$ cat src/rtl/ipu_pkg.sv
// ----------------------------------------------------------------------------
// ipu_pkg
// Shared types and constants of the integer pixel upscaler.
// ----------------------------------------------------------------------------
`default_nettype none

package ipu_pkg;

  localparam int unsigned MAX_WIDTH   = 4096;
  localparam int unsigned MAX_SCALE   = 8;
  localparam int unsigned QUEUE_DEPTH = 4;

  localparam int unsigned PIXEL_W = 24;
  localparam int unsigned SCALE_W = 4;
  localparam int unsigned SWIDTH_W = 13;
  localparam int unsigned ROWS_W  = 16;
  localparam int unsigned CFG_IDX_W  = 2;
  localparam int unsigned CFG_DATA_W = 16;

  typedef enum logic [CFG_IDX_W-1:0] {
    REG_SCALE        = 2'd0,
    REG_SOURCE_WIDTH = 2'd1,
    REG_SOURCE_ROWS  = 2'd2
  } reg_idx_e;

  typedef enum logic {
    OP_SOURCE = 1'b0,
    OP_REPLAY = 1'b1
  } op_e;

  typedef struct packed {
    logic       row_end;
    logic [1:0] pad_bytes;
    logic       image_end;
    logic       rejected;
  } cmd_flags_t;

endpackage

`default_nettype wire

$ cat src/rtl/ipu_back.sv
// ----------------------------------------------------------------------------
// ipu_back
// Expands each command into its pixel copies, one result per cycle while
// results are popped, through an output register.
// ----------------------------------------------------------------------------
`default_nettype none

module ipu_back #(
  parameter int unsigned MAX_SCALE = ipu_pkg::MAX_SCALE,
  localparam int unsigned SW = $clog2(MAX_SCALE + 1)
) (
  input  wire logic                        clk_i,
  input  wire logic                        rst_ni,
  input  wire logic                        cmd_empty_i,
  input  wire logic [ipu_pkg::PIXEL_W-1:0] cmd_pixel_i,
  input  wire logic [SW-1:0]               cmd_count_i,
  input  wire ipu_pkg::cmd_flags_t         cmd_flags_i,
  output logic                             cmd_pop_o,
  output logic                             empty_o,
  input  wire logic                        pop_i,
  output logic [ipu_pkg::PIXEL_W-1:0]      pixel_out_o,
  output logic                             last_o,
  output logic                             row_end_o,
  output logic [1:0]                       pad_bytes_o,
  output logic                             image_end_o,
  output logic                             rejected_o
);

  logic          out_valid_q;
  logic [SW-1:0] copy_q;
  logic          load, take, fin;

  logic [ipu_pkg::PIXEL_W-1:0] pixel_q;
  logic       last_q, row_end_q, image_end_q, rejected_q;
  logic [1:0] pad_q;

  assign load      = !out_valid_q || pop_i;
  assign take      = load && !cmd_empty_i;
  assign fin       = (copy_q == cmd_count_i - 1'b1);
  assign cmd_pop_o = take && fin;

  always_ff @(posedge clk_i or negedge rst_ni) begin
    if (!rst_ni) begin
      out_valid_q <= 1'b0;
      copy_q      <= '0;
    end else begin
      if (load) begin
        out_valid_q <= !cmd_empty_i;
      end
      if (take) begin
        copy_q <= fin ? '0 : copy_q + 1'b1;
      end
    end
  end

  always_ff @(posedge clk_i) begin
    if (take) begin
      pixel_q     <= cmd_pixel_i;
      last_q      <= fin;
      row_end_q   <= fin && cmd_flags_i.row_end;
      pad_q       <= (fin && cmd_flags_i.row_end) ? cmd_flags_i.pad_bytes : 2'd0;
      image_end_q <= fin && cmd_flags_i.image_end;
      rejected_q  <= cmd_flags_i.rejected;
    end
  end

  assign empty_o     = !out_valid_q;
  assign pixel_out_o = pixel_q;
  assign last_o      = last_q;
  assign row_end_o   = row_end_q;
  assign pad_bytes_o = pad_q;
  assign image_end_o = image_end_q;
  assign rejected_o  = rejected_q;

endmodule

`default_nettype wire

$ cat config.mk
export PLATFORM = sky130hd
export DESIGN_NAME = ipu_back
export DESIGN_NICKNAME = d
export VERILOG_FILES = /design/src/rtl/ipu_pkg.sv /design/src/rtl/ipu_back.sv
export SDC_FILE = /design/constraint.sdc
export NUM_CORES = 1
export LEC_CHECK = 0
export BUFFER_PORTS_ARGS = -buffer_cell sky130_fd_sc_hd__buf_2
export CORE_AREA = 2 2 60 67
export DETAILED_ROUTE_END_ITERATION = 8
export DIE_AREA = 0 0 62 69
export PLACE_DENSITY_LB_ADDON = 0.3
export SYNTH_ARGS = -nofsm -noshare
export SYNTH_HDL_FRONTEND = slang
export SYNTH_SLANG_ARGS = --single-unit
$ cat constraint.sdc
create_clock -name clk_i -period 1.9 [get_ports clk_i]
set_input_delay 0.38 -clock clk_i [delete_from_list [all_inputs] [get_ports clk_i]]
set_output_delay 0.38 -clock clk_i [all_outputs]
set_load 0.03 [all_outputs]
Word-level counts from Yosys, hierarchy flattened:

Index checks and enable logic that the tools add are counted.

* $add $sub $neg: 2
* $mul: 0
* divide/modulo/power cells: 0
* order comparisons: 0
* eq/ne operators: 1
* shift-type cells: 0
* muxes and demuxes: 1
* bitwise logic cells: 0
* reductions and logical operators: 7

Operator list (number)
* $add A4 B1 Y4 const B: 1
* $eq A4 B4 Y1: 1
* $logic_and A1 B1 Y1: 4
* $mux W4: 1
* $sub A4 B1 Y4 const B: 1
* $logic_not A1 Y1: 2
* $logic_or A1 B1 Y1: 1

* flip-flop bits (word level): 35
* bits in latches: 0
* memory bits (writable): 0
* memory bits (read-only): 0
* memories: 0

Depth between registers and ports, before layout:

Gate-level depths: netlist of run 1.

* word-level depth: 4
* gate-level depth with buffers: 6
* gate-level depth less buffers: 6

Worst setup path after synthesis of run 1:

No wires, ideal clock.

* kind: input to output
* start: input cmd_count_i[0]
* end: output cmd_pop_o
* data arrival time: 1488 ps
* required time: 1520 ps
* slack: 32 ps
* cell stages on the path: 5
* path buffers: 0
* path through: inv_1 > ha_1 > xnor3_1 > nand3_2 > nor3_2

* longest elaborated chain between the ends: 3

Ends and longest elaborated chain
* from (decl): RTL line ipu_back.sv:16 `input wire logic [SW-1:0] cmd_count_i,`
* $sub A4 B1 Y4: RTL line ipu_back.sv:39 `assign fin = (copy_q == cmd_count_i - 1'b1);`
* $eq A4 B4 Y1: RTL line ipu_back.sv:39
* $logic_and A1 B1 Y1: RTL line ipu_back.sv:40 `assign cmd_pop_o = take && fin;`
* to (decl): RTL line ipu_back.sv:18 `output logic cmd_pop_o,`

No other way between the ends.

Final worst setup path of run 1:

* start: register copy_q[3]
* end: output cmd_pop_o

* longest elaborated chain between the ends: 2

Ends and longest elaborated chain
* from (decl): RTL line ipu_back.sv:30 `logic [SW-1:0] copy_q;`
* from (signal assigned): RTL line ipu_back.sv:51 `copy_q <= fin ? '0 : copy_q + 1'b1;`
* $eq A4 B4 Y1: RTL line ipu_back.sv:39
* $logic_and A1 B1 Y1: RTL line ipu_back.sv:40

No other way between the ends.

==> results of run 1 <==
-- flip-flops by register name (all words and copies together), names as in the netlist --
signal / flops
pixel_out_o: 24
copy_q: 4
pad_bytes_o: 2
image_end_o: 1
last_o: 1
out_valid_q: 1
rejected_o: 1
row_end_o: 1
-- worst paths after layout --
path,startpoint,endpoint,slack [ns],cells after the start
max,copy_q[3]$_DFFE_PN0P_,cmd_pop_o,0.06,4
min,cmd_empty_i,out_valid_q$_DFFE_PN0N_,0.26,2
max reg2reg,copy_q[0]$_DFFE_PN0P_,pad_bytes_o[1]$_SDFFCE_PN0P_,0.43,5
min reg2reg,out_valid_q$_DFFE_PN0N_,out_valid_q$_DFFE_PN0N_,0.51,2
max in group asynchronous,rst_ni,copy_q[3]$_DFFE_PN0P_,1.30,2
min in group asynchronous,rst_ni,copy_q[1]$_DFFE_PN0P_,0.45,2
-- cell families after synthesis --
logic type	count (synthesis)	synth area share
AOI/OAI and AO/OA	3	0.0215
xor gates and xnor gates	5	0.0449
adders and majority gates	2	0.0195
buffers and inverters	4	0.0117
DFF	35	0.801
muxes	1	0.00781
and+or+nand+nor	22	0.0937
-- layout make-up --
class / count / area, um2 / share of cell area
clock buffer: 7 / 86.3 / 0.0456
timing repair buffer: 74 / 415 / 0.220
multi-input combinational: 33 / 280 / 0.148
inverter: 4 / 15.0 / 0.00794
tap: 50 / 62.6 / 0.0331
sequential: 35 / 1030 / 0.544
clock inverter: 1 / 3.75 / 0.00198
-- cell usage in the layout, fill, tap and decap left out, drive strengths merged --
master       count
xor2             2
and2             2
dlygate4sd3      1
buf             73
nand2            5
and3             2
nor3             4
inv              4
o211ai           2
o31ai            1
nor2             5
edfxtp          30
nand2b           2
xnor2            2
mux2i            1
clkbuf           7
clkinv           1
nand3            2
xnor3            1
ha               2
dfrtp            5
-- stage by stage --
step / TNS, ns / setup WS (ns) / power, mW / util
floorplan: 0 / 0.0321 / 1.23 / -
global placement: 0 / 0.0588 / 1.35 / 0.480
detailed placement: -0.0206 / -0.0206 / 1.37 / 0.480
CTS: 0 / 0.0197 / 1.91 / 0.511
global route: -0.00631 / -0.00631 / 2.01 / 0.526
finish: 0 / 0.0577 / 1.91 / 0.526
-- metal layers --
metal	track usage	vias to the layer above	wire [um]	part of all wire
met2	0.193	48	1280	0.51
met5	0	-	0	0
met4	0.0496	0	44	0.018
met3	0.0582	5	295	0.12
li1	-	424	-	-
met1	0.114	407	880	0.35
-- power breakdown --
part | switching (mW) | internal, mW | total, mW | leakage (nW)
sequential | 0.0539 | 0.920 | 0.974 | 0.343
combinational | 0.233 | 0.179 | 0.411 | 0.451
clock | 0.230 | 0.290 | 0.520 | 0.0459
-- repair_timing --
action,CTS,global route
setup buffers,1,0
resized for setup,1,12
hold buffers,1,0
setup endpoints to repair,1,1
endpoints found under the hold margin,5,0
pin swaps,1,4
==> flow_summary.toml, run 1 <==
[outcome]
status = "complete, no violations"

[setup_path]
endpoint_kind = "primary output"
cp_common_cell = "xnor2_2"
critPathLaunchType = "register"
cp_slowest_cell = "dfrtp_2"
crit_family = "flip-flops"
path_buf_inv = 1
max_stage_delay_ns = 0.44
path_class = "reg2out"
cp_cell_sequence = "xnor2_2, xnor2_2, nor3_2, buf_4"
crit_arrival_ns = 1.46
cp_data_required_time_ns = 1.52
crit_fanout = 4

[placed_design]
post-place-cells = 194
routabilityCongestion = 0.712
placed_cell_area_um2 = 1730
numPortBuffers = 68
dp.final_hpwl_um = 1840

[sta]
hold_slack_ns = 0.261
finalCritPeriodShare = 0.970
tightest_slew_ns = 0.286
clock_skew_ns = 0.00208
max_slew_margin = 0.809
setup_viol = 0
clock.fmax_ghz = 0.543
finalHoldViolCount = 0
fin_crit_ns = 1.84
slew_viol_final = 0

[yosys]
synth_top_cells_by_count = "edfxtp_1 (30), dfrtp_1 (5), nand2_1 (5), inv_1 (4), nor2_1 (4)"
synth-edff-count = 30
seq_area_frac_synth = 0.801
synth_area_leaders = "edfxtp_1 (70%), dfrtp_1 (9.8%), ha_1 (2.0%)"
synthArstFlopShare = 0.143
synth_ff_type = "edfxtp_1"
yosysWarnings = 0
synthCells = 72
yosysMostFrequentCell = "edfxtp_1"
synth_largest_area_cell = "edfxtp_1"
synth_top_area_frac = 0.703
synth_seq_cells = 35
syn_nets = 111
syn-cell-area_um2 = 1280
synth.distinct_cells = 20
syn_area_per_cell_um2 = 17.8

[clock_network]
insertion_delay_ns = 0.27
clock_sinks = 35
htree_levels = 2
cts_tree = "built"
clk_pin_slew_worst_paths_ns = 0.06
cts_buffers = 5
cts.path.max_buffers = 2
cts_root_buf = "clkbuf_8"

[die]
die_x_um = 62
ios = 69
die_y_um = 69
row_count = 23
die-area_um2 = 4280
start_util = 0.356
core_area_um2 = 3600

[power]
p_leak_nw = 0.840
peakVddDrop_uv = 478
p_per_area_nw_per_um2 = 1010

[run]
cap_viol_max_count = 0

[route]
drt-total-wl_um = 2500
drc = 0
firstDrtPassIters = 4
vias_per_cell = 4.33
vias = 884
post_drt_wl_per_cell_um = 12.2
drt_iter0_drc = 50
final_antenna_net_count = 0

[cells_and_area]
nets = 192
final_layout_size_suffix_gt1_frac = 0.610
design_area_um2 = 1890
area_delta_synth_final_pct = 47.7
diodes = 0
num-fill-cells = 318
fin_cells = 204

[global_route]
grt_max_degree = 32
antenna_found_initial = 0
grt_usage = 0.115
grt_overflow = 0
grt_pass1_vias = 821
grt_pass1_wl_um = 3540

[min_path]
hp-class = "in2reg"
Power figures use the tool's default switching activity.
==> run 2, diff against run 1 <==
- ABC_AREA: not set -> 1
- CORE_AREA: 2 2 60 67 -> 2 2 62 70
- DIE_AREA: 0 0 62 69 -> 0 0 64 72
==> flow_summary.toml, run 2 <==
[yosys]
syn_area_per_cell_um2 = 12.9
syn_nets = 146
synthArstFlopShare = 0.143
synth_top_area_frac = 0.653
synth_seq_cells = 35
synth.distinct_cells = 14
seq_area_frac_synth = 0.743
synthCells = 107
yosysMostFrequentCell = "edfxtp_1"
synth-edff-count = 30
synth_largest_area_cell = "edfxtp_1"
syn-cell-area_um2 = 1380
synth_ff_type = "edfxtp_1"
synth_top_cells_by_count = "edfxtp_1 (30), nand2_1 (26), inv_1 (21), nor2_1 (7), dfrtp_1 (5)"
synth_area_leaders = "edfxtp_1 (65%), dfrtp_1 (9.1%), nand2_1 (7.1%)"
yosysWarnings = 0

[clock_network]
htree_levels = 2
cts_buffers = 5
insertion_delay_ns = 0.28
cts.path.max_buffers = 2
clk_pin_slew_worst_paths_ns = 0.07
cts_root_buf = "clkbuf_8"
cts_tree = "built"
clock_sinks = 35

[min_path]
hp-class = "in2reg"
worstHoldStart = "cmd_empty_i"
min_to = "out_valid_q$_DFFE_PN0N_"
min_path_cells = 2

[global_route]
grt_pass1_wl_um = 4460
grt_pass1_vias = 1035
grt_max_degree = 18
antenna_found_initial = 0
grt_overflow = 0
grt_usage = 0.127

[sta]
setup_viol = 0
max_slew_margin = 0.855
tightest_slew_ns = 0.218
clock_skew_ns = 0.00668
final.setup.worst_slack_ns = 0.0807
clock.fmax_ghz = 0.550
finalHoldViolCount = 0
fin_crit_ns = 1.82
slew_viol_final = 0
finalCritPeriodShare = 0.958

[die]
ios = 69
row_count = 24
die_x_um = 64
die-area_um2 = 4610
start_util = 0.356
core_area_um2 = 3870
die_y_um = 72

[route]
vias = 983
drc = 0
firstDrtPassIters = 4
drt-total-wl_um = 2750
vias_per_cell = 4.10
final_antenna_net_count = 0
post_drt_wl_per_cell_um = 11.5
drt_iter0_drc = 23

[setup_path]
crit_fanout = 3
crit_arrival_ns = 1.44
cp_data_required_time_ns = 1.52
endpoint_kind = "primary output"
path_class = "in2out"
r2r_setup_slack_ns = 0.58
r2r_cells = 4
critPathLaunchType = "primary input"
r2r_start = "out_valid_q$_DFFE_PN0N_"
r2r_end = "pixel_out_o[7]$_DFFE_PP_"

[cells_and_area]
area_delta_synth_final_pct = 42.5
num-fill-cells = 355
nets = 226
final_cell_mix = "buf_2 (67), edfxtp_1 (30), nand2_1 (25)"
layout_commonest_cell = "buf_2"
diodes = 0
final_layout_size_suffix_gt1_frac = 0.500
largest_reg_flops = 24

[outcome]
status = "complete, no violations"

[placed_design]
dp.final_hpwl_um = 2210
numPortBuffers = 68
routabilityCongestion = 0.757
dpl_worst_slack_ns = -0.0239

[power]
peakVddDrop_uv = 505
p_leak_nw = 0.958
p_total_mw = 2.07
p_per_area_nw_per_um2 = 1050

[run]
cap_viol_max_count = 0
run 2: stage by stage:
stage | setup TNS (ns) | instance area (um2) | instances | hold WS, ns | util
final | 0 | 1970 | 240 | 0.272 | 0.508
after global routing | -0.00302 | 1970 | 240 | 0.253 | 0.508
after CTS | 0 | 1930 | 239 | 0.255 | 0.499
after detailed placement | -0.0239 | 1810 | 230 | 0.201 | 0.468
after global placement | 0 | 1810 | 230 | 0.197 | 0.468
after floorplan | 0 | 1380 | 107 | 0.0844 | -
run 2: cells by family (layout without fill, tap and decap cells):
kind of cell / Yosys count / count (layout) / share of synthesized area
simple gates: 45 / 45 / 0.163
flops: 35 / 35 / 0.743
buf+inv: 23 / 104 / 0.0626
fa+ha+maj: 2 / 2 / 0.0181
xor+xnor: 2 / 2 / 0.0127
run 2: critical path, cell delays in order:
cell and delay [ns]:
buf_2 0.10, inv_1 0.07, ha_4 0.27, inv_1 0.03, nand2_1 0.06, nand2_2 0.06
nor2_4 0.13, nand4_4 0.12, inv_2 0.08, buf_6 0.12
run 2: worst max path at each step:
| stage | from | end | slack (ns) | cells after the start |
|---|---|---|---|---|
| 2_1_floorplan | pop_i | cmd_pop_o | 0.07 | 6 |
| 3_3_place_gp | cmd_count_i[0] | cmd_pop_o | 0.03 | 10 |
| 3_5_place_dp | cmd_count_i[0] | cmd_pop_o | -0.02 | 9 |
| 4_1_cts | cmd_count_i[0] | cmd_pop_o | 0.02 | 9 |
| 5_1_grt | copy_q[3]$_DFFE_PN0P_ | cmd_pop_o | -0.003 | 8 |
| 6_report | cmd_count_i[0] | cmd_pop_o | 0.08 | 10 |
run 2: area by class of cell:
| type | instances | area (um2) | area share |
|---|---|---|---|
| flip-flops and latches | 35 | 1030 | 0.522 |
| repair buffers | 73 | 387 | 0.197 |
| multi-input cells | 49 | 292 | 0.148 |
| inverters | 23 | 90.1 | 0.0458 |
| clock buffers | 5 | 68.8 | 0.0350 |
| well taps | 52 | 65.1 | 0.0331 |
| clock inverters | 3 | 38.8 | 0.0197 |
run 2: power breakdown:
group / internal (mW) / switching, mW / total [mW] / leakage, nW
Clock: 0.383 / 0.242 / 0.625 / 0.0556
Combinational: 0.169 / 0.299 / 0.469 / 0.555
Sequential: 0.924 / 0.0549 / 0.979 / 0.347
Total: 1.48 / 0.596 / 2.07 / 0.958
run 2: per-layer routing:
layer	up-vias	wire length [um]	track usage
li1	500	-	-
met5	-	0	0
met3	4	210	0.0512
met2	45	1470	0.231
met1	434	1040	0.127
met4	0	28	0.0556
run 2: repair_timing:
| action | 4_1_cts | 5_1_grt |
|---|---|---|
| endpoints found under the setup margin | 1 | 1 |
| hold buffers | 1 | 0 |
| pin swaps | 1 | 2 |
| resized for setup | 1 | 5 |
| setup buffers | 0 | 1 |
| cloned | 0 | 0 |
| hold endpoints to repair | 5 | 0 |
==> run 3, diff against run 2 <==
- GPL_ROUTABILITY_DRIVEN: not set -> 0
- clock period: 1.9 -> 1.6 ns (I/O delays scaled with it)
==> flow_summary.toml, run 3 (same netlist as run 2, synthesis figures left out) <==
[cells_and_area]
final_layout_size_suffix_gt1_frac = 0.556
final_cell_mix = "buf_2 (65), edfxtp_1 (30), nand2_1 (23)"
nets = 236
layout_commonest_cell = "buf_2"
num-fill-cells = 343
fin_cells = 250
area_delta_synth_final_pct = 48.1
largest_reg_flops = 24
final_core_util = 0.528
design_area_um2 = 2040
diodes = 0

[power]
p_leak_nw = 0.990
peakVddDrop_uv = 591
p_per_area_nw_per_um2 = 1190
p_total_mw = 2.43

[clock_network]
cts_tree = "built"
insertion_delay_ns = 0.28
htree_levels = 2
cts_buffers = 5
clk_pin_slew_worst_paths_ns = 0.07
cts.path.max_buffers = 2
clock_sinks = 35
cts_root_buf = "clkbuf_8"

[global_route]
grt_usage = 0.119
grt_pass1_vias = 994
grt_max_degree = 17
antenna_found_initial = 0
grt_overflow = 0
grt_pass1_wl_um = 4200

[sta]
tns_ns = -0.0242
grt_setup_unrepaired = "yes"
hold_slack_ns = 0.212
setup_viol = 1
slew_viol_final = 0
finalHoldViolCount = 0
clock_skew_ns = 0.00900
clock.fmax_ghz = 0.616
fin_crit_ns = 1.62
max_slew_margin = 0.873
tightest_slew_ns = 0.190
final.setup.worst_slack_ns = -0.0242
finalCritPeriodShare = 1.02

[placed_design]
post-place-cells = 234
placed_cell_area_um2 = 1860
dpl_worst_slack_ns = -0.159
numPortBuffers = 68
dp.final_hpwl_um = 2050

[die]
die_x_um = 64
ios = 69
core_area_um2 = 3870
die_y_um = 72
die-area_um2 = 4610
start_util = 0.356
row_count = 24

[outcome]
status = "finished, violations left"
violations = "setup timing"

[setup_path]
cp_cell_sequence = "buf_6, inv_2, ha_4, inv_1, nand2_1, nand2_2, nor2_4, nand4_4, inv_4, buf_6"
endpoint_kind = "primary output"
r2r_cells = 9
max_stage_delay_ns = 0.26
path_class = "in2out"
cp_common_cell = "buf_6"
crit_arrival_ns = 1.30
cp_slowest_cell = "ha_4"
crit_fanout = 2
cp_data_required_time_ns = 1.28
critPathLaunchType = "primary input"

[run]
cap_viol_max_count = 0

[route]
vias_per_cell = 4.14
post_drt_wl_per_cell_um = 10.6
drt-total-wl_um = 2660
drc = 0
final_antenna_net_count = 0
firstDrtPassIters = 4
vias = 1034
drt_iter0_drc = 29

[min_path]
hp-class = "in2reg"
min_path_cells = 2
-- run 3: cell count changes in the layout (fill, tap and decap cells not counted), sizes merged --
cell,before,now
buf,72,82
bufinv,1,0
clkinvlp,1,2
-- run 3: final timing paths --
kind | start | to | slack (ns)
max in group asynchronous | rst_ni | copy_q[0]$_DFFE_PN0P_ | 1.08
worst min-delay path | cmd_empty_i | out_valid_q$_DFFE_PN0N_ | 0.21
worst max register to register | out_valid_q$_DFFE_PN0N_ | copy_q[2]$_DFFE_PN0P_ | 0.16
worst max-delay path | cmd_count_i[0] | cmd_pop_o | -0.02
worst min register to register | out_valid_q$_DFFE_PN0N_ | out_valid_q$_DFFE_PN0N_ | 0.53
min in group asynchronous | rst_ni | copy_q[3]$_DFFE_PN0P_ | 0.37
-- run 3: critical path: cells and delay by family --
| family | cells | cell delay (ns) |
|---|---|---|
| adders and majority gates | 1 | 0.26 |
| buffers and inverters | 5 | 0.33 |
| and+or+nand+nor | 4 | 0.38 |
-- run 3: repair_timing --
action / CTS / global route
setup endpoints to repair: 1 / 2
resized for setup: 6 / 6
hold buffers: 1 / 0
setup buffers: 4 / 3
pin swaps: 4 / 5
endpoints found under the hold margin: 5 / 0
-- run 3: area by class of cell --
type,count,area [um2],area share
Multi-Input combinational cell,49,297,0.145
Timing Repair Buffer,83,478,0.234
Clock buffer,5,68.8,0.0337
Tap cell,52,65.1,0.0318
Inverter,23,92.6,0.0453
Sequential cell,35,1030,0.503
Clock inverter,3,15.0,0.00734
-- run 3: metal layers --
metal	wire length, um	track usage	part of all wire
met5	0	0	0
met2	1350	0.209	0.51
met4	23	0.0459	0.0086
met1	1020	0.127	0.38
met3	269	0.0496	0.10
-- run 3: report_power, final --
group	internal, mW	total [mW]	switching, mW
clock network	0.295	0.581	0.287
registers	1.10	1.16	0.0582
logic	0.293	0.685	0.393
