### src/rtl/ipu_pkg.sv
// ----------------------------------------------------------------------------
// ipu_pkg
// Shared types and constants of the integer pixel upscaler.
// ----------------------------------------------------------------------------
`default_nettype none

package ipu_pkg;

  localparam int unsigned MAX_WIDTH   = 4096;
  localparam int unsigned MAX_SCALE   = 8;
  localparam int unsigned QUEUE_DEPTH = 4;

  localparam int unsigned PIXEL_W = 24;
  localparam int unsigned SCALE_W = 4;
  localparam int unsigned SWIDTH_W = 13;
  localparam int unsigned ROWS_W  = 16;
  localparam int unsigned CFG_IDX_W  = 2;
  localparam int unsigned CFG_DATA_W = 16;

  typedef enum logic [CFG_IDX_W-1:0] {
    REG_SCALE        = 2'd0,
    REG_SOURCE_WIDTH = 2'd1,
    REG_SOURCE_ROWS  = 2'd2
  } reg_idx_e;

  typedef enum logic {
    OP_SOURCE = 1'b0,
    OP_REPLAY = 1'b1
  } op_e;

  typedef struct packed {
    logic       row_end;
    logic [1:0] pad_bytes;
    logic       image_end;
    logic       rejected;
  } cmd_flags_t;

endpackage

`default_nettype wire

### src/rtl/ipu_fifo.sv
// ----------------------------------------------------------------------------
// ipu_fifo
// Small register queue between the front and back parts.
// ----------------------------------------------------------------------------
`default_nettype none

module ipu_fifo #(
  parameter int unsigned WIDTH = 32,
  parameter int unsigned DEPTH = ipu_pkg::QUEUE_DEPTH,
  localparam int unsigned PW = (DEPTH > 1) ? $clog2(DEPTH) : 1,
  localparam int unsigned NW = $clog2(DEPTH + 1)
) (
  input  wire logic             clk_i,
  input  wire logic             rst_ni,
  input  wire logic             push_i,
  input  wire logic [WIDTH-1:0] wdata_i,
  output logic                  full_o,
  input  wire logic             pop_i,
  output logic      [WIDTH-1:0] rdata_o,
  output logic                  empty_o
);

  logic [WIDTH-1:0] data_q [DEPTH];
  logic [PW-1:0]    wr_q, rd_q;
  logic [NW-1:0]    cnt_q;
  logic             do_push, do_pop;

  assign full_o  = (cnt_q == NW'(DEPTH));
  assign empty_o = (cnt_q == '0);
  assign do_push = push_i && !full_o;
  assign do_pop  = pop_i && !empty_o;
  assign rdata_o = data_q[rd_q];

  always_ff @(posedge clk_i or negedge rst_ni) begin
    if (!rst_ni) begin
      wr_q  <= '0;
      rd_q  <= '0;
      cnt_q <= '0;
    end else begin
      if (do_push) begin
        wr_q <= (32'(wr_q) == DEPTH - 1) ? '0 : wr_q + 1'b1;
      end
      if (do_pop) begin
        rd_q <= (32'(rd_q) == DEPTH - 1) ? '0 : rd_q + 1'b1;
      end
      if (do_push && !do_pop) begin
        cnt_q <= cnt_q + 1'b1;
      end else if (do_pop && !do_push) begin
        cnt_q <= cnt_q - 1'b1;
      end
    end
  end

  always_ff @(posedge clk_i) begin
    if (do_push) begin
      data_q[wr_q] <= wdata_i;
    end
  end

endmodule

`default_nettype wire

### config.mk
export PLATFORM = sky130hd
export DESIGN_NAME = ipu_fifo
export DESIGN_NICKNAME = d
export VERILOG_FILES = /design/src/rtl/ipu_pkg.sv /design/src/rtl/ipu_fifo.sv
export SDC_FILE = /design/constraint.sdc
export NUM_CORES = 1
export LEC_CHECK = 0
export BUFFER_PORTS_ARGS = -buffer_cell sky130_fd_sc_hd__buf_2
export CAP_MARGIN = 25
export CORE_MARGIN = 2
export CORE_UTILIZATION = 50
export DETAILED_ROUTE_END_ITERATION = 6
export PLACE_DENSITY = 0.7
export SLEW_MARGIN = 5
export SYNTH_ARGS = -nofsm -noshare
export SYNTH_HDL_FRONTEND = slang
export SYNTH_SLANG_ARGS = --single-unit
### constraint.sdc
create_clock -name clk_i -period 3.08 [get_ports clk_i]
set_input_delay 0.462 -clock clk_i [delete_from_list [all_inputs] [get_ports clk_i]]
set_output_delay 0.462 -clock clk_i [all_outputs]
set_load 0.01 [all_outputs]
---- Word-level counts from Yosys, hierarchy flattened ----
Memories as Yosys holds them, arrays and structs flattened.
Index checks and enable logic that the tools add are counted.
cells by class
  $add $sub $neg .......................... 4
  eq/ne operators ......................... 3
  mux-type cells .......................... 6
  reduce and logical (&&, ||, !) cells .... 10
operators with widths
  kind                                                                number
  3-bit 2-to-1 mux                                                    2
  2-bit by 1-bit adder with 2-bit output, second input constant       2
  2-bit equality test, second input constant                          2
  1-bit logical AND                                                   4
  1-bit logical NOT                                                   4
  2-bit 2-to-1 mux                                                    2
  3-bit by 1-bit adder with 3-bit output, second input constant       1
  3-bit equality test, second input constant                          1
  3-bit logical NOT                                                   1
  3-bit by 1-bit subtractor with 3-bit output, second input constant  1
  1-bit 2-to-1 mux                                                    2
  2-bit nonzero test                                                  1
word-level totals
  register bits ........................... 7
  bits in writable memories ............... 128
  input bits .............................. 36
  output and inout bits ................... 34
  logic and storage cells ................. 27
  memories ................................ 1
memories
  name    depth  width  rd ports  clocked after Yosys merged registers in  write ports  RTL line        source
  data_q  4      32     1         0                                        1            ipu_fifo.sv:23  logic [WIDTH-1:0] data_q [DEPTH];

---- Longest topological paths before layout ----
Gate-level depths: netlist of run 1.
  depth after elaboration ................. 7
  depth in mapped cells ................... 9
  depth with buffers taken out ............ 8

---- Worst setup path after synthesis of run 1 ----
OpenSTA, ideal clock, no wires.
  kind .................................... register to register
  start ................................... register cnt_q[2]
  end ..................................... memory data_q[0][0], enable pin
  library setup time ...................... 392 ps
  arrival ................................. 1666 ps
  required time ........................... 2688 ps
  setup slack ............................. 1022 ps
  stages on the path, launching flop included .. 5
  path buffers ............................ 1
  clock period less this slack ............ 2058 ps
  cell sequence ........................... dfrtp_1 -> nor3b_2 -> nor2b_1 -> buf_2 -> and2_1
on the way
  longest elaborated chain between the ends .. 5
ends and longest elaborated chain
  what                                    RTL line        source
  start, declared                         ipu_fifo.sv:25  logic [NW-1:0] cnt_q;
  start signal, assigned                  ipu_fifo.sv:47  cnt_q <= cnt_q + 1'b1;
  start signal, assigned                  ipu_fifo.sv:49  cnt_q <= cnt_q - 1'b1;
  3-bit equality test                     ipu_fifo.sv:28  assign full_o = (cnt_q == NW'(DEPTH));
  named net full_o                        ipu_fifo.sv:17  output logic full_o,
  1-bit logical NOT                       ipu_fifo.sv:30  assign do_push = push_i && !full_o;
  1-bit logical AND                       ipu_fifo.sv:30
  named net do_push                       ipu_fifo.sv:26  logic do_push, do_pop;
  1-bit 2-to-1 mux                        ipu_fifo.sv:55  if (do_push) begin
  1-bit 2-to-1 mux (not written as such)  ipu_fifo.sv:56  data_q[wr_q] <= wdata_i;
  end, declared                           ipu_fifo.sv:23
The timed path passes the listed nets, and every way through them passes these cells.

---- Worst setup path in the final report of run 1 ----
  start ................................... register rd_q[0]
  end ..................................... output rdata_o[6]
on the way
  longest elaborated chain between the ends .. 1
ends and longest elaborated chain
  what                    RTL line        source
  start, declared         ipu_fifo.sv:24  logic [PW-1:0] wr_q, rd_q;
  start signal, assigned  ipu_fifo.sv:44  rd_q <= (32'(rd_q) == DEPTH - 1) ? '0 : rd_q + 1'b1;
  memory read 4 x 32 bit  --
  end, declared           ipu_fifo.sv:19  output logic [WIDTH-1:0] rdata_o,
Every way passes these cells.

==> impl_metrics.json, run 1 <==
{
  "outcome": "finished, final reports clean",
  "tns_ns": 0,
  "cts_root_buf": "clkbuf_8",
  "finalCritPeriodShare": 0.859,
  "die_area_um2": 10900,
  "drt_iter0_drc": 149,
  "ys_seq_area_frac": 0.795,
  "ios": 70,
  "slew_headroom": 0.608,
  "place_area_um2": 5620,
  "grt_pass1_wl_mm": 13.4,
  "skew_ns": 0.00702,
  "rsz0062_at_grt": "no",
  "htree_num_levels": 4,
  "worst-path-buf-inv": 2,
  "synth_flop_cell": "edfxtp_1",
  "critPathRequiredTime_ns": 2.62,
  "hp-class": "primary input to flop",
  "leakagePower_nw": 2.24,
  "final_nets": 339,
  "crit_start": "rd_q[0]",
  "clk_pin_slew_ns": 0.06,
  "finalPower_mw": 6.45,
  "fin_area_um2": 6280,
  "dp_cells": 409,
  "crit_path_max_incr_delay_ns": 0.68,
  "yosys_warnings": 0,
  "dr.pass1.iters": 4,
  "regToRegSetupSlack_ns": 0.84,
  "grt_start_max_net_pins": 24,
  "cts_buffers": 17,
  "io_buffers": 69,
  "ys_ff_latch": 135,
  "viasPerCell": 5.30,
  "cts_sinks": 135,
  "detail-route-antenna-nets": 0,
  "avgSynthCellArea_um2": 24.7,
  "period_minus_slack_ns": 2.64,
  "crit_chain": "buf_12 > mux4_2 > buf_2",
  "synth_edf_count": 128,
  "clock_path_buffers": 2,
  "clock_latency_ns": 0.51,
  "powerDensity_nw_per_um2": 1030,
  "finalSetupViolCount": 0,
  "initial_core_util": 0.517,
  "post_cts_buffers": 0,
  "cpMaxStageDelayCell": "dfrtp_2",
  "arrival_ns": 2.18,
  "rows": 36,
  "post_cts_resized": 0,
  "crit_fanout": 21,
  "finalHoldViolCount": 0,
  "grt_pass1_vias": 2493,
  "fmax_ghz": 0.378,
  "grt_usage": 0.171,
  "path_delay_family": "flip-flops",
  "syn_to_final_growth_pct": 24.2,
  "antenna_found_initial": 0,
  "die_w_um": 105,
  "antenna_cells": 0,
  "grt.overflow.total": 0,
  "core_um2": 9770,
  "vias": 2342,
  "peakVddDrop_v": 0.000742,
  "syn_inst": 205,
  "synth.distinct_cells": 20,
  "synth_area_leaders": "edfxtp_1 (76%), mux4_2 (14%), dfrtp_1 (3.5%)",
  "synthArstFlopShare": 0.0519,
  "synth_area_um2": 5060,
  "r2r-end": "cnt_q[2]",
  "routed_wl_mm": 8.55,
  "endpoint_kind": "output port",
  "final_core_util": 0.642,
  "cp.depth": 3,
  "synth_top_area_cell": "edfxtp_1",
  "route.detailed.drc": 0,
  "cp-start-kind": "flop",
  "layout-drive-gt1-share": 0.498,
  "critPathKind": "flop to output port",
  "r2r_start": "cnt_q[2]",
  "gp_congestion": 0.683,
  "endpoint": "rdata_o[6]",
  "max_cap_viol_count": 0,
  "dp_hpwl_mm": 5.48,
  "final_cells": 442,
  "die_y_um": 105,
  "syn_nets": 248,
  "wl_per_cell_um": 19.4,
  "cts_tree": "done",
  "worst_r2r_path_depth": 8,
  "yosysTopAreaCellShare": 0.760,
  "tightest_slew_ns": 0.587,
  "finalMaxSlewViolations": 0
}
## state kept, by name, indices dropped and copies added, names as in the netlist
| register | count |
|---|---|
| cnt_q | 3 |
| data_q | 128 |
| rd_q | 2 |
| wr_q | 2 |
## worst min-delay path by stage
stage                     slack (ns)             to        start  depth (start not counted)
after global placement          0.31       cnt_q[2]       rst_ni                          1
after CTS                       0.14  data_q[0][15]  wdata_i[15]                          1
final                           0.16   data_q[3][2]   wdata_i[2]                          1
after global routing            0.14  data_q[1][20]  wdata_i[20]                          1
after floorplan                 0.17       cnt_q[0]       rst_ni                          0
after detailed placement        0.31       cnt_q[0]       rst_ni                          1
## layout by cell type, fill, tap and decap left out, types with 2 or more instances in the layout
cell type	count
buf_2	69
inv_1	3
mux2_4	2
xor2_1	2
nor2_1	2
edfxtp_1	128
mux4_2	32
clkinvlp_4	3
clkinv_2	3
buf_4	10
nor3_1	2
ha_1	6
mux2_2	2
bufinv_16	6
clkbuf_16	16
dfrtp_1	5
dfrtp_2	2
and2_2	4
## worst reg2reg max path, stage by stage, from the launching register on
cell and delay, ns:
dfrtp_1 0.41, nor3b_2 0.18, nor2b_1 0.41, ha_1 0.26, inv_1 0.06, fa_1 0.37
xor2_1 0.17, nor2_1 0.11, xor2_1 0.17
## final cells by class
class	instances	area [um^2]
clock buffer	18	418
clock inverter	14	230
fill	666	3500
inverter	3	11.3
multi-input combinational	58	981
sequential	135	4020
tap	133	166
timing repair buffer	81	450
## cells by family (layout without fill, tap and decap cells)
| kind of cell | count (synthesis) | count (layout) | synth area share |
|---|---|---|---|
| compound gates | 2 | 2 | 0.00396 |
| xor+xnor | 3 | 3 | 0.00520 |
| fa+ha+maj | 7 | 7 | 0.0188 |
| buf+inv | 12 | 116 | 0.0121 |
| flops | 135 | 135 | 0.795 |
| mux | 36 | 36 | 0.153 |
| simple gates | 10 | 10 | 0.0121 |
## through the flow
step	hold WS [ns]	setup WS [ns]
2_1_floorplan	0.166	1.02
3_3_place_gp	0.312	0.892
3_5_place_dp	0.307	0.846
4_1_cts	0.138	0.355
5_1_grt	0.137	0.283
6_report	0.164	0.436
## power breakdown
| part | internal [mW] | total [mW] | switching (mW) |
|---|---|---|---|
| clock network | 1.47 | 2.17 | 0.699 |
| registers | 2.44 | 2.67 | 0.233 |
| logic | 0.834 | 1.62 | 0.782 |
| total | 4.74 | 6.45 | 1.71 |
## cell usage after synthesis (2+ instances only)
cell,n
buf_4,3
mux2_4,2
ha_1,6
clkbuf_1,2
dfrtp_1,7
nor3_1,2
and2_1,4
edfxtp_1,128
mux4_2,32
buf_2,4
xor2_1,2
mux2_2,2
inv_1,3
nor2_1,2
## per-layer routing
| metal | vias up | share of wire | GRT usage |
|---|---|---|---|
| li1 | 1042 | - | - |
| met1 | 1208 | 0.41 | 0.210 |
| met2 | 80 | 0.51 | 0.273 |
| met3 | 12 | 0.065 | 0.0692 |
| met4 | 0 | 0.014 | 0.0695 |
| met5 | - | 0 | 0 |
## timing repair
| item | CTS | global route |
|---|---|---|
| setup endpoints to repair | 0 | 0 |
| hold endpoints to repair | 7 | 0 |
| hold buffers | 1 | 0 |
No activity file was read; power rests on OpenSTA's default activity.
==> inputs of run 2 (changes only) <==
--- a/config.mk
+++ b/config.mk
@@ -7,6 +7,7 @@
 export LEC_CHECK = 0
 export BUFFER_PORTS_ARGS = -buffer_cell sky130_fd_sc_hd__buf_2
 export CAP_MARGIN = 25
+export CORE_ASPECT_RATIO = 0.5
 export CORE_MARGIN = 2
 export CORE_UTILIZATION = 50
 export DETAILED_ROUTE_END_ITERATION = 6
==> run 2 against run 1 <==
  * Sequential power about the same
  * Clock power down 16%
  * Critical path type unchanged
  * Largest cell class unchanged
  * Largest power group unchanged
  * Via count unchanged
==> impl_metrics.json, run 2 (same netlist as run 1, synthesis figures left out) <==
{
  "outcome": "finished, final reports clean",
  "worst_r2r_path_depth": 8,
  "finalMaxSlewViolations": 0,
  "peakVddDrop_v": 0.000389,
  "arrival_ns": 2.15,
  "most-common-layout-cells": "edfxtp_1 (128), buf_2 (69), mux4_2 (32)",
  "period_minus_slack_ns": 2.61,
  "final_cells": 441,
  "place_area_um2": 5600,
  "hold_slack_ns": 0.269,
  "initial_core_util": 0.525,
  "finalSetupViolCount": 0,
  "rows": 25,
  "cpMaxStageDelayCell": "dfrtp_2",
  "fin_ws_ns": 0.471,
  "cts_tree": "done",
  "viasPerCell": 5.31,
  "crit_chain": "buf_12 > mux4_2 > buf_2",
  "htree_num_levels": 4,
  "final_nets": 336,
  "grt_start_max_net_pins": 27,
  "critPathRequiredTime_ns": 2.62,
  "mostFrequentLayoutCell": "edfxtp_1",
  "io_buffers": 69,
  "fmax_ghz": 0.383,
  "max_cap_viol_count": 0,
  "routed_wl_mm": 8.51,
  "dp_slack_ns": 0.710,
  "layout-drive-gt1-share": 0.484,
  "gp_congestion": 0.671,
  "cts_sinks": 135,
  "largestRegisters": "data_q (128), cnt_q (3)",
  "sw_frac_of_total": 0.281,
  "cts_root_buf": "clkbuf_16",
  "finalPower_mw": 6.08,
  "detail-route-antenna-nets": 0,
  "power_frac_comb": 0.267,
  "leakagePower_nw": 2.18,
  "die_area_um2": 11000,
  "fin_area_um2": 6140,
  "wl_per_cell_um": 19.3,
  "powerDensity_nw_per_um2": 989,
  "regMostFlops": "data_q",
  "die_y_um": 75.1,
  "post_cts_resized": 0,
  "finalHoldViolCount": 0,
  "critPathKind": "flop to output port",
  "clk_pin_slew_ns": 0.05,
  "endpoint": "rdata_o[21]",
  "p_clk_frac": 0.299,
  "cts_buffers": 17,
  "tightest_slew_ns": 0.639,
  "dp_hpwl_mm": 5.41,
  "p_sw_mw": 1.71,
  "nFillCells": 688,
  "clock_latency_ns": 0.41,
  "drt_iter0_drc": 117,
  "final_core_util": 0.638,
  "grt_usage": 0.169,
  "hp-class": "primary input to flop",
  "ios": 70,
  "crit_path_max_incr_delay_ns": 0.78,
  "finalCritPeriodShare": 0.847,
  "crit_fanout": 19,
  "antenna_found_initial": 0,
  "antenna_cells": 0,
  "endpoint_kind": "output port",
  "min_from": "wdata_i[29]",
  "grt_pass1_vias": 2525,
  "grt.overflow.total": 0,
  "grt_pass1_wl_mm": 13.2,
  "largest_reg_flops": 128,
  "r2r_start": "cnt_q[2]",
  "crit_start": "rd_q[0]",
  "r2r-end": "cnt_q[2]",
  "skew_ns": 0.00655,
  "die_w_um": 146,
  "clock_path_buffers": 2,
  "core_um2": 9630,
  "syn_to_final_growth_pct": 21.5,
  "cp-start-kind": "flop",
  "dr.pass1.iters": 4,
  "slew_headroom": 0.574,
  "dp_cells": 408,
  "rsz0062_at_grt": "no",
  "vias": 2342,
  "regToRegSetupSlack_ns": 0.72,
  "tns_ns": 0,
  "p_int_mw": 4.37,
  "sequentialPowerShare": 0.435,
  "route.detailed.drc": 0
}
## run 2: metal layers
metal  wire length [um]  global-route usage  vias up  part of all wire
li1                   -                   -     1038                 -
met1               3580               0.204     1237              0.42
met2               4470               0.291       51              0.53
met3                308              0.0503       16             0.036
met4                151              0.0841        0             0.018
met5                  0                   0        -                 0
## run 2: area by class of cell
cell class              count  area [um^2]  area share
inverters                   3         11.3     0.00183
clock inverters            10         80.1      0.0130
clock buffers              22          454      0.0739
repair buffers             78          428      0.0697
well taps                 135          169      0.0275
flip-flops and latches    135         4020       0.654
multi-input cells          58          981       0.160
## run 2: repair_timing
item / CTS / global route
setup endpoints to repair: 0 / 0
hold buffers: 1 / 0
setup buffers: 0 / 0
endpoints found under the hold margin: 7 / 0
## run 2: power by group through the flow
stage / logic (mW) / registers (mW) / clock network [mW]
2_1_floorplan: 1.16 / 2.56 / 0
3_3_place_gp: 1.61 / 2.65 / 0
3_5_place_dp: 1.66 / 2.69 / 0
4_1_cts: 1.66 / 2.65 / 1.85
5_1_grt: 1.77 / 2.69 / 1.93
6_report: 1.62 / 2.64 / 1.82
## run 2: worst min-delay path by stage
stage,slack (ns),cells after the start,endpoint
2_1_floorplan,0.17,0,cnt_q[0]
3_3_place_gp,0.30,1,cnt_q[1]
3_5_place_dp,0.31,1,cnt_q[1]
4_1_cts,0.26,1,data_q[3][29]
5_1_grt,0.26,1,data_q[3][29]
6_report,0.27,1,data_q[3][29]
## run 2: critical path, delay by kind of cell, from the launching register on
kind                   cells  cell delay, ns
flip-flops                 1            0.78
buffers and inverters      2            0.43
multiplexers               1            0.52
==> inputs of run 3 (changes only) <==
==> constraint.sdc (replaced) <==
create_clock -name clk_i -period 2.7 [get_ports clk_i]
set_input_delay 0.405 -clock clk_i [delete_from_list [all_inputs] [get_ports clk_i]]
set_output_delay 0.405 -clock clk_i [all_outputs]
set_load 0.01 [all_outputs]
==> run 3 against run 2 <==
  * Sequential cell count unchanged
  * Clock skew decreased by 0.00073 ns
  * Die area unchanged
  * Utilization increased by 0.61 points
  * Clock-buffer cell count decreased by 4
  * Critical path type unchanged
  * Critical endpoint is now rdata_o[11]
  * Largest cell class unchanged
  * Largest power group unchanged
==> impl_metrics.json, run 3 (same netlist as run 1, synthesis figures left out) <==
{
  "most-common-layout-cells": "edfxtp_1 (128), buf_2 (69), mux4_2 (32)",
  "grt_start_max_net_pins": 33,
  "grt_pass1_vias": 2396,
  "dp_hpwl_mm": 4.87,
  "endpoint_kind": "output port",
  "cts_root_buf": "clkbuf_16",
  "dp_cells": 407,
  "routed_wl_mm": 8.25,
  "tns_ns": 0,
  "htree_num_levels": 4,
  "die_area_um2": 11000,
  "finalHoldViolCount": 0,
  "cts_tree": "done",
  "io_buffers": 69,
  "antenna_cells": 0,
  "dr.pass1.iters": 4,
  "hp-class": "primary input to flop",
  "tightest_slew_ns": 0.490,
  "powerDensity_nw_per_um2": 1130,
  "detail-route-antenna-nets": 0,
  "largestRegisters": "data_q (128), cnt_q (3)",
  "outcome": "finished, final reports clean",
  "finalMaxSlewViolations": 0,
  "crit_fanout": 32,
  "rows": 25,
  "met3_length_um": 367,
  "route.met2.wl_mm": 4.20,
  "mostFrequentLayoutCell": "edfxtp_1",
  "antenna_found_initial": 0,
  "gp_congestion": 0.646,
  "drt_iter0_drc": 181,
  "holdPathStages": 1,
  "fmax_ghz": 0.447,
  "final_cells": 440,
  "arrival_ns": 1.83,
  "viasPerCell": 5.19,
  "largest_reg_flops": 128,
  "place_area_um2": 5630,
  "die_y_um": 75.1,
  "top_layer": "met4",
  "post_cts_resized": 0,
  "slew_headroom": 0.674,
  "cts_sinks": 135,
  "clock_path_buffers": 2,
  "finalCritPeriodShare": 0.829,
  "leakagePower_nw": 2.19,
  "period_minus_slack_ns": 2.24,
  "rsz0062_at_grt": "no",
  "syn_to_final_growth_pct": 22.7,
  "wl_per_cell_um": 18.7,
  "worst_r2r_path_depth": 7,
  "skew_ns": 0.00583,
  "layout-drive-gt1-share": 0.485,
  "clk_pin_slew_ns": 0.06,
  "grt_usage": 0.165,
  "cp-start-kind": "flop",
  "max_cap_viol_count": 0,
  "clock_latency_ns": 0.41,
  "initial_core_util": 0.525,
  "final_nets": 335,
  "route.detailed.drc": 0,
  "regMostFlops": "data_q",
  "vias": 2284,
  "fin_area_um2": 6200,
  "cts_buffers": 17,
  "finalSetupViolCount": 0,
  "critPathKind": "flop to output port",
  "grt.overflow.total": 0,
  "peakVddDrop_v": 0.000601,
  "met1_length_mm": 3.59,
  "die_w_um": 146,
  "critPathRequiredTime_ns": 2.30,
  "grt_pass1_wl_mm": 12.7,
  "ios": 70,
  "core_um2": 9630
}
run 3: cell types whose count changed in the layout (fill, tap and decap cells not counted), sizes merged:
cell	delta
bufinv	+1
clkinv	+2
inv	+1
clkbuf	-4
buf	-1
run 3: worst paths after layout:
kind	slack, ns	from	to
worst max-delay path	0.46	rd_q[0]	rdata_o[11]
worst min-delay path	0.21	wdata_i[17]	data_q[2][17]
worst max register to register	0.60	cnt_q[0]	cnt_q[2]
worst min register to register	0.53	cnt_q[2]	cnt_q[2]
max in group asynchronous	2.16	rst_ni	rd_q[0]
min in group asynchronous	0.36	rst_ni	cnt_q[2]
run 3: repair_timing:
action                    in CTS  in global routing
setup buffers                  0                  0
hold endpoints to repair       7                  0
hold buffers                   1                  0
run 3: layout make-up:
cell class | instances | area [um^2]
Clock inverter | 14 | 134
Tap cell | 135 | 169
Sequential cell | 135 | 4020
Timing Repair Buffer | 77 | 458
Fill cell | 672 | 3430
Multi-Input combinational cell | 58 | 981
Inverter | 3 | 11.3
Clock buffer | 18 | 429
run 3: metrics by stage:
| step | setup WS, ns | util | total power, mW | hold WS [ns] |
|---|---|---|---|---|
| 2_1_floorplan | 0.642 | - | 4.25 | 0.109 |
| 3_3_place_gp | 0.725 | 0.584 | 4.90 | 0.242 |
| 3_5_place_dp | 0.590 | 0.584 | 4.97 | 0.245 |
| 4_1_cts | 0.411 | 0.644 | 7.16 | 0.189 |
| 5_1_grt | 0.373 | 0.644 | 7.39 | 0.191 |
| 6_report | 0.461 | 0.644 | 7.04 | 0.210 |
run 3: critical path, stage by stage (launching register included):
cell and delay (ns):
dfrtp_2 0.41, buf_12 0.28, mux4_2 0.57, buf_2 0.16
run 3: metal layers:
layer | GRT usage | up-vias
li1 | - | 1035
met1 | 0.203 | 1187
met5 | 0 | -
met4 | 0.0809 | 0
met3 | 0.0564 | 9
met2 | 0.272 | 53
run 3: power breakdown:
part	internal [mW]	switching (mW)	total [mW]	leakage, nW
Combinational	0.957	0.994	1.95	0.664
Sequential	2.78	0.148	2.93	1.25
Clock	1.35	0.812	2.16	0.275
